`src/rtl/core/tsw_pkg.sv`:
```
// ----------------------------------------------------------------------------
// tsw_pkg
// Widths and fixed-point constants shared by the Taylor sine core.
// ----------------------------------------------------------------------------
package tsw_pkg;

  localparam int ANGLE_W = 32;   // Q4.27 signed
  localparam int SINE_W  = 32;   // Q1.30 signed
  localparam int TOL_W   = 31;   // Q1.30 unsigned
  localparam int FOLD_W  = 33;   // angle during folding, signed
  localparam int AX_W    = 29;   // |folded angle|, Q.27
  localparam int X2_W    = 31;   // x^2, Q.27
  localparam int MAG_W   = 33;   // term magnitude, Q.30
  localparam int PROD_W  = MAG_W + X2_W;
  localparam int SUM_W   = 36;   // series sum, Q.30 signed
  localparam int FRAC    = 27;
  localparam int DIVN_W  = PROD_W + 1 - FRAC;

  localparam logic signed [FOLD_W-1:0] PI_Q27     = 33'sd421657428;
  localparam logic signed [FOLD_W-1:0] TWO_PI_Q27 = 33'sd843314857;
  localparam logic [AX_W-1:0]          PI_MAG     = 29'd421657428;
  localparam logic signed [SUM_W-1:0]  ONE_Q30    = 36'sd1073741824;
  localparam logic [TOL_W-1:0]         TOL_RESET  = 31'd1074;

endpackage

```
`src/rtl/core/tsw_div.sv`:
```
// ----------------------------------------------------------------------------
// tsw_div
// Radix-16 restoring divider: unsigned dividend by a narrow divisor, four
// quotient bits per cycle.
// ----------------------------------------------------------------------------
module tsw_div #(
  parameter int NW = 38,
  parameter int MW = 11
) (
  input  logic          clk,
  input  logic          rst,
  input  logic          start,
  input  logic [NW-1:0] dividend,
  input  logic [MW-1:0] divisor,
  output logic          busy,
  output logic          done,
  output logic [NW-1:0] quotient
);

  localparam int STEPS = (NW + 3) / 4;
  localparam int PW    = STEPS * 4;
  localparam int CW    = $clog2(STEPS + 1);

  logic [PW-1:0] quo;
  logic [PW-1:0] quo_next;
  logic [MW-1:0] rem;
  logic [MW-1:0] rem_next;
  logic [MW-1:0] dvs;
  logic [CW-1:0] cnt;
  logic [MW:0]   t;
  logic [MW-1:0] r;
  logic [3:0]    bits;

  always_comb begin
    r    = rem;
    t    = '0;
    bits = '0;
    for (int i = 0; i < 4; i++) begin
      t = {r, quo[PW-1-i]};
      if (t >= {1'b0, dvs}) begin
        t = t - {1'b0, dvs};
        bits[3-i] = 1'b1;
      end
      r = t[MW-1:0];
    end
    rem_next = r;
    quo_next = {quo[PW-5:0], bits};
  end

  always_ff @(posedge clk) begin
    if (rst) begin
      busy <= 1'b0;
      done <= 1'b0;
      cnt  <= '0;
    end else begin
      done <= 1'b0;
      if (start) begin
        busy <= 1'b1;
        cnt  <= CW'(STEPS);
      end else if (busy) begin
        cnt <= cnt - CW'(1);
        if (cnt == CW'(1)) begin
          busy <= 1'b0;
          done <= 1'b1;
        end
      end
    end
  end

  always_ff @(posedge clk) begin
    if (start) begin
      quo <= PW'(dividend);
      rem <= '0;
      dvs <= divisor;
    end else if (busy) begin
      quo <= quo_next;
      rem <= rem_next;
    end
  end

  assign quotient = quo[NW-1:0];

endmodule

```
`src/rtl/core/taylor_sine_with_tolerance_core.sv`:
```
// ----------------------------------------------------------------------------
// taylor_sine_with_tolerance_core
// Folds a Q4.27 angle into [-pi, pi] and sums the sine Maclaurin series
// until a term falls to the tolerance or MAX_TERMS terms are summed; Q1.30 saturated result.
//
//   channel  signals                    payload
//   input    in_valid / in_ready        angle (Q4.27)
//   output   out_valid / out_ready      sine (Q1.30)
//   config   cfg_we                     cfg_data (tolerance, Q1.30)
//
// The sequencer folds the angle (at most 3 folds), squares it and then adds
// series terms, at most MAX_TERMS of them, and passes through idle before the
// next transfer. Each term after the first costs one pass of the shared
// multiplier and 10 steps of the radix-16 divider.
// Reset returns the tolerance to 1074 and empties the sequencer.
// in_ready is high only while the sequencer is idle; a result waiting on
// out_ready stalls the sequencer at its last step only.
// ----------------------------------------------------------------------------
module taylor_sine_with_tolerance_core
  import tsw_pkg::*;
#(
  parameter int MAX_TERMS = 16
) (
  input  logic                      clk,
  input  logic                      rst,
  input  logic                      in_valid,
  output logic                      in_ready,
  input  logic signed [ANGLE_W-1:0] angle,
  output logic                      out_valid,
  input  logic                      out_ready,
  output logic signed [SINE_W-1:0]  sine,
  input  logic                      cfg_we,
  input  logic [TOL_W-1:0]          cfg_data
);

  localparam int MW = $clog2(2 * MAX_TERMS * (2 * MAX_TERMS + 1) + 1);
  localparam int NT = $clog2(MAX_TERMS);

  localparam logic [3:0] S_IDLE  = 4'd0;
  localparam logic [3:0] S_FOLD  = 4'd1;
  localparam logic [3:0] S_SQR   = 4'd2;
  localparam logic [3:0] S_X2    = 4'd3;
  localparam logic [3:0] S_CHECK = 4'd4;
  localparam logic [3:0] S_MUL   = 4'd5;
  localparam logic [3:0] S_DIVS  = 4'd6;
  localparam logic [3:0] S_DIVW  = 4'd7;
  localparam logic [3:0] S_FIN   = 4'd8;

  logic [3:0]               state;
  logic [3:0]               state_next;
  logic [TOL_W-1:0]         tol;
  logic signed [FOLD_W-1:0] a;
  logic [FOLD_W-1:0]        a_abs;
  logic [AX_W-1:0]          ax;
  logic [X2_W-1:0]          x2;
  logic [MAG_W-1:0]         mag;
  logic                     neg;
  logic signed [SUM_W-1:0]  sum;
  logic signed [SUM_W-1:0]  term;
  logic signed [SUM_W-1:0]  sat;
  logic [NT-1:0]            n;
  logic [MW-1:0]            m;
  logic [MW-1:0]            inc;
  logic [MAG_W-1:0]         mul_a;
  logic [X2_W-1:0]          mul_b;
  logic [PROD_W-1:0]        prod;
  logic [PROD_W:0]          x2_round;
  logic [PROD_W:0]          div_round;
  logic                     div_start;
  logic                     div_busy;
  logic                     div_done;
  logic [DIVN_W-1:0]        div_q;
  logic                     more;
  logic                     can_load;

  assign in_ready  = (state == S_IDLE);
  assign a_abs     = a[FOLD_W-1] ? FOLD_W'(-a) : FOLD_W'(a);
  assign term      = neg ? -$signed(SUM_W'(mag)) : $signed(SUM_W'(mag));
  assign more      = (mag > {2'b00, tol});
  assign can_load  = !out_valid || out_ready;
  assign div_start = (state == S_DIVS);
  assign x2_round  = {1'b0, prod} + ((PROD_W + 1)'(1) << (FRAC - 1));
  assign div_round = {1'b0, prod} + ((PROD_W + 1)'(m) << (FRAC - 1));

  always_comb begin
    if (sum > ONE_Q30) begin
      sat = ONE_Q30;
    end else if (sum < -ONE_Q30) begin
      sat = -ONE_Q30;
    end else begin
      sat = sum;
    end
  end

  always_comb begin
    if (state == S_SQR) begin
      mul_a = MAG_W'(ax);
      mul_b = X2_W'(ax);
    end else begin
      mul_a = mag;
      mul_b = x2;
    end
  end

  always_comb begin
    state_next = state;
    unique case (state)
      S_IDLE:  if (in_valid) state_next = S_FOLD;
      S_FOLD:  if (!(a > PI_Q27) && !(a < -PI_Q27)) state_next = S_SQR;
      S_SQR:   state_next = S_X2;
      S_X2:    state_next = S_CHECK;
      S_CHECK: begin
        if (more && n != NT'(MAX_TERMS - 1)) begin
          state_next = S_MUL;
        end else begin
          state_next = S_FIN;
        end
      end
      S_MUL:   state_next = S_DIVS;
      S_DIVS:  state_next = S_DIVW;
      S_DIVW:  if (div_done) state_next = S_CHECK;
      S_FIN:   if (can_load) state_next = S_IDLE;
      default: state_next = S_IDLE;
    endcase
  end

  always_ff @(posedge clk) begin
    if (rst) begin
      state     <= S_IDLE;
      tol       <= TOL_RESET;
      out_valid <= 1'b0;
    end else begin
      state <= state_next;
      if (cfg_we) tol <= cfg_data;
      if (state == S_FIN && can_load) begin
        out_valid <= 1'b1;
      end else if (out_ready) begin
        out_valid <= 1'b0;
      end
    end
  end

  always_ff @(posedge clk) begin
    unique case (state)
      S_IDLE: begin
        if (in_valid) a <= FOLD_W'(angle);
      end
      S_FOLD: begin
        if (a > PI_Q27) begin
          a <= a - TWO_PI_Q27;
        end else if (a < -PI_Q27) begin
          a <= a + TWO_PI_Q27;
        end else begin
          ax  <= a_abs[AX_W-1:0];
          neg <= a[FOLD_W-1];
        end
      end
      S_SQR: begin
        prod <= PROD_W'(mul_a) * PROD_W'(mul_b);
      end
      S_X2: begin
        x2  <= x2_round[FRAC +: X2_W];
        mag <= MAG_W'({ax, 3'b000});
        sum <= '0;
        n   <= '0;
        m   <= MW'(6);
        inc <= MW'(14);
      end
      S_CHECK: begin
        if (more) sum <= sum + term;
      end
      S_MUL: begin
        prod <= PROD_W'(mul_a) * PROD_W'(mul_b);
      end
      S_DIVW: begin
        if (div_done) begin
          mag <= div_q[MAG_W-1:0];
          neg <= !neg;
          n   <= n + NT'(1);
          m   <= m + inc;
          inc <= inc + MW'(8);
        end
      end
      S_FIN: begin
        if (can_load) sine <= sat[SINE_W-1:0];
      end
      default: begin
      end
    endcase
  end

  tsw_div #(
    .NW(DIVN_W),
    .MW(MW)
  ) u_div (
    .clk      (clk),
    .rst      (rst),
    .start    (div_start),
    .dividend (div_round[PROD_W:FRAC]),
    .divisor  (m),
    .busy     (div_busy),
    .done     (div_done),
    .quotient (div_q)
  );

  a_sine_range: assert property (@(posedge clk) disable iff (rst)
    out_valid |-> (sine <= 32'sd1073741824 && sine >= -32'sd1073741824))
    else $error("sine outside saturation range");

  a_fold_done: assert property (@(posedge clk) disable iff (rst)
    (state == S_SQR) |-> (ax <= PI_MAG))
    else $error("folded angle above pi");

  a_div_owner: assert property (@(posedge clk) disable iff (rst)
    (div_done || div_busy) |-> (state == S_DIVW))
    else $error("divider active outside wait state");

  a_one_item: assert property (@(posedge clk) disable iff (rst)
    (in_valid && in_ready) |=> !in_ready)
    else $error("second transfer taken while busy");

endmodule

```
`config.mk`:
```
export PLATFORM = sky130hd
export DESIGN_NAME = taylor_sine_with_tolerance_core
export DESIGN_NICKNAME = d
export VERILOG_FILES = /design/src/rtl/core/tsw_pkg.sv /design/src/rtl/core/tsw_div.sv /design/src/rtl/core/taylor_sine_with_tolerance_core.sv
export SDC_FILE = /design/constraint.sdc
export NUM_CORES = 2
export LEC_CHECK = 0
export ABC_AREA = 1
export BUFFER_PORTS_ARGS = -buffer_cell sky130_fd_sc_hd__clkbuf_2
export CORE_UTILIZATION = 45
export CTS_CLUSTER_SIZE = 10
export DETAILED_ROUTE_END_ITERATION = 10
export HOLD_SLACK_MARGIN = 0.02
export PLACE_DENSITY_LB_ADDON = 0.05
export SETUP_SLACK_MARGIN = 0.05
export SYNTH_ARGS = -nofsm -noshare
export SYNTH_HDL_FRONTEND = slang
export SYNTH_SLANG_ARGS = --single-unit
```
`constraint.sdc`:
```
create_clock -name clk -period 10.45 [get_ports clk]
set_input_delay 1.5675 -clock clk [delete_from_list [all_inputs] [get_ports clk]]
set_output_delay 1.5675 -clock clk [all_outputs]
set_load 0.1 [all_outputs]
```
==> run summary <==
status = complete, but fails checks
failing checks = DRC
Final setup viols = 0
Tcrit/Tclk final = 87.57%
f_max = 0.1093 GHz
FF-to-FF Start = state[1]$_SDFFE_PP0P_
DRC viols = 44
reported max-cap violation count = 0
die area = 126400 µm²
Iter 0 DRT Violations = 4562
Area contributors post-synth = fa_1 32%, edfxtp_1 16%, inv_1 9.3%
hold_sp = tol[25]$_SDFFE_PP0P_
Final Net Count = 8362
GPL Wtd Cong = 1.036
Worst EP required = 10.83 ns
setup bufs post-CTS = 0
Synth Area in Adders = 41.28%
max-slew violations = 0
Sink Count = 358
cell count after synthesis = 6878
Detailed Route WL = 217100 µm
DR vias = 47330
setup_tns = 0 ns
Slowest-stage cell, CP = fa_1
vias in the first global route = 47810
most used cell, CP = fa_1
final worst path period need = 9.151 ns
Yosys top cell by area = fa_1
Yosys reg bits = 358
startpoint types = register
Synth Area in Simple Gates = 18.52%
Setup Crit Path Kind = register to register
core area = 123800 µm²
First-pass DRT Iterations = 9
first-pass GRT wire length = 321900 µm
WL per Instance = 25.10 µm
Clk Latency, worst-skew pair = 0.63 ns
Tightest Pin Transition = 1.105 ns
Hold Fails Final Rpt = 0
crit path max fanout = 26
worst slack, placed = 1.457 ns
synth warn = 0
HP Class = register to register
Row Count = 129
sequential-to-total area share from yosys stat = 18.13%
Compound-Gate Fraction of Synth Area = 8.361%
Initial Util = 45.44%
Die H = 355.6 µm
TritonCTS clock tree = yes
final instance area = 60640 µm²
CP arrival = 9.53 ns
H-tree depth = 2
EDFF count, synth = 303
CTS Root Cell = clkbuf_16
GRT overflow = 0
Area Overhead vs Synth = 7.793%
# port buffers = 101
met1 Use GR = 49.65%
I/O pin cnt = 102
initial antenna violation count = 5
crit path from = state[1]$_SDFFE_PP0P_
Chip Width = 355.6 µm
FF-to-FF path depth = 29
Yosys cell types = 67
Synth Flop Type = edfxtp_1
Setup crit end kind = register
Mean Syn Cell Area = 8.179 µm²
Cell Area, Synth = 56260 µm²
FILL cells = 12290
flop2flop setup slack = 1.30 ns
mux contribution to synthesized area = 0%
share of cells above drive strength 1 = 6.464%
DP Area = 59150 µm²
clk buf depth = 3
GRT Resource Usage Total = 35.04%
largest net degree at the start of global routing = 71
relative slew slack = 26.24%
Clock Pin Slew Worst Setup and Hold Paths = 0.07 ns
grt peak-use layer = met2
post-route setup slack = 1.299 ns
largest family of logic cells by synthesized area = adder cells
r2r endpoint = prod[60]$_DFFE_PP_
post-cts repair resize count = 0
Hold Buf Count CTS = 0
dpl cells = 8566
Hold Path End = tol[25]$_SDFFE_PP0P_
post-route ant nets = 0
RSZ-0062 raised after global routing = no
ys async rst share = 0%
worst hold stages = 2
GR met3 Demand/Resource = 8.855%
Clock Skew = 0.04366 ns
area share of the leading cell type in the synthesized netlist = 32.03%
max incr delay on CP = 0.60 ns
Via density = 5.472
met2 global-route usage = 51.13%
total CTS buffers = 47
final std cells w/o fill = 8648
DP Wirelength = 183600 µm
Post-Synth XOR/XNOR Area = 2.647%
## area by class of cell
class,instances,area (µm²),area share [%]
clock inverter,15,214.0,0.3528
tap,1637,2048,3.378
clock buffer,64,1271,2.096
multi-input combinational,4889,39900,65.80
timing repair buffer,250,1624,2.678
antenna,3,7.507,0.01238
sequential,358,10200,16.82
inverter,1432,5376,8.866
## how the worst max path moves through the flow
stage / slack [ns] / end
detailed placement: 1.46 / prod[60]$_DFFE_PP_
global route: 0.85 / prod[60]$_DFFE_PP_
global placement: 1.43 / prod[60]$_DFFE_PP_
finish: 1.30 / prod[60]$_DFFE_PP_
floorplan: 2.62 / prod[60]$_DFFE_PP_
CTS: 1.43 / prod[60]$_DFFE_PP_
## layout by cell type, fill, tap and decap left out, types with 6 or more instances in the layout
cell type and n:
a21boi_0 9, a21o_1 12, a21oi_1 334, a31oi_1 20, buf_4 149, clkbuf_1 15, clkbuf_16 48, clkbuf_2 101
clkinv_1 19, dfxtp_1 55, edfxtp_1 303, fa_1 900, ha_1 416, inv_1 1399, inv_2 15, nand2_1 1380
nand2_2 18, nand3_1 154, nand3_2 6, nand4_1 52, nor2_1 764, nor2_2 12, nor2_4 8, nor3_1 67
nor4_1 27, o211ai_1 12, o21a_1 26, o21ai_0 304, o21ai_1 47, o21ai_2 27, o21bai_1 21, o31ai_1 7
or2_2 36, xnor2_1 53, xor2_1 117
## sequential cells by signal (all words and copies together) (netlist names)
| name | count |
|---|---|
| u_div.quo | 40 |
| prod | 38 |
| sum | 36 |
| a | 33 |
| mag | 33 |
| sine | 32 |
| tol | 31 |
| x2 | 31 |
| ax | 29 |
| u_div.rem | 11 |
| m | 10 |
| u_div.dvs | 10 |
| inc | 8 |
| n | 4 |
| state | 4 |
| u_div.cnt | 4 |
| neg | 1 |
| out_valid | 1 |
| u_div.busy | 1 |
| u_div.done | 1 |
## critical path: cells and delay by family, from the launching register on
kind / cells / cell delay [ns]
and+or+nand+nor: 7 / 0.73
buffers and inverters: 7 / 1.39
adders and majority gates: 9 / 4.65
DFF: 1 / 0.42
AOI/OAI and AO/OA: 6 / 1.71
## cell usage after synthesis (all sizes together), types with 73 or more instances
master  instances
nor3           73
fa            900
xor2          117
nor2          785
o21ai         378
nand2        1400
clkbuf        148
ha            416
a21oi         338
nand3         163
inv          1414
edfxtp        303
## logic make-up (layout without fill, tap and decap cells)
family	count (synthesis)	count (layout)
XOR/XNOR	170	170
AO/OA/AOI/OAI	850	850
other	2	7
buffers and inverters	1633	1761
flip-flops	358	358
adder cells (fa/ha/maj)	1316	1316
AND/OR/NAND/NOR	2549	2549
## metal layers
metal | wire (µm) | up-vias
met2 | 90860 | 2060
li1 | - | 21430
met3 | 21510 | 396
met1 | 94400 | 23430
met4 | 10290 | 4
met5 | 26 | -
## per-stage QoR
step           utilization, %  hold WS, ns
2_1_floorplan               -       0.4215
3_3_place_gp            47.78       0.4458
3_5_place_dp            47.78       0.4537
4_1_cts                 48.98       0.4664
5_1_grt                 48.98       0.4825
6_report                48.98       0.4666
Power is not shown: default switching activity piles up to over one toggle a cycle in this logic, so the estimate is an artifact.
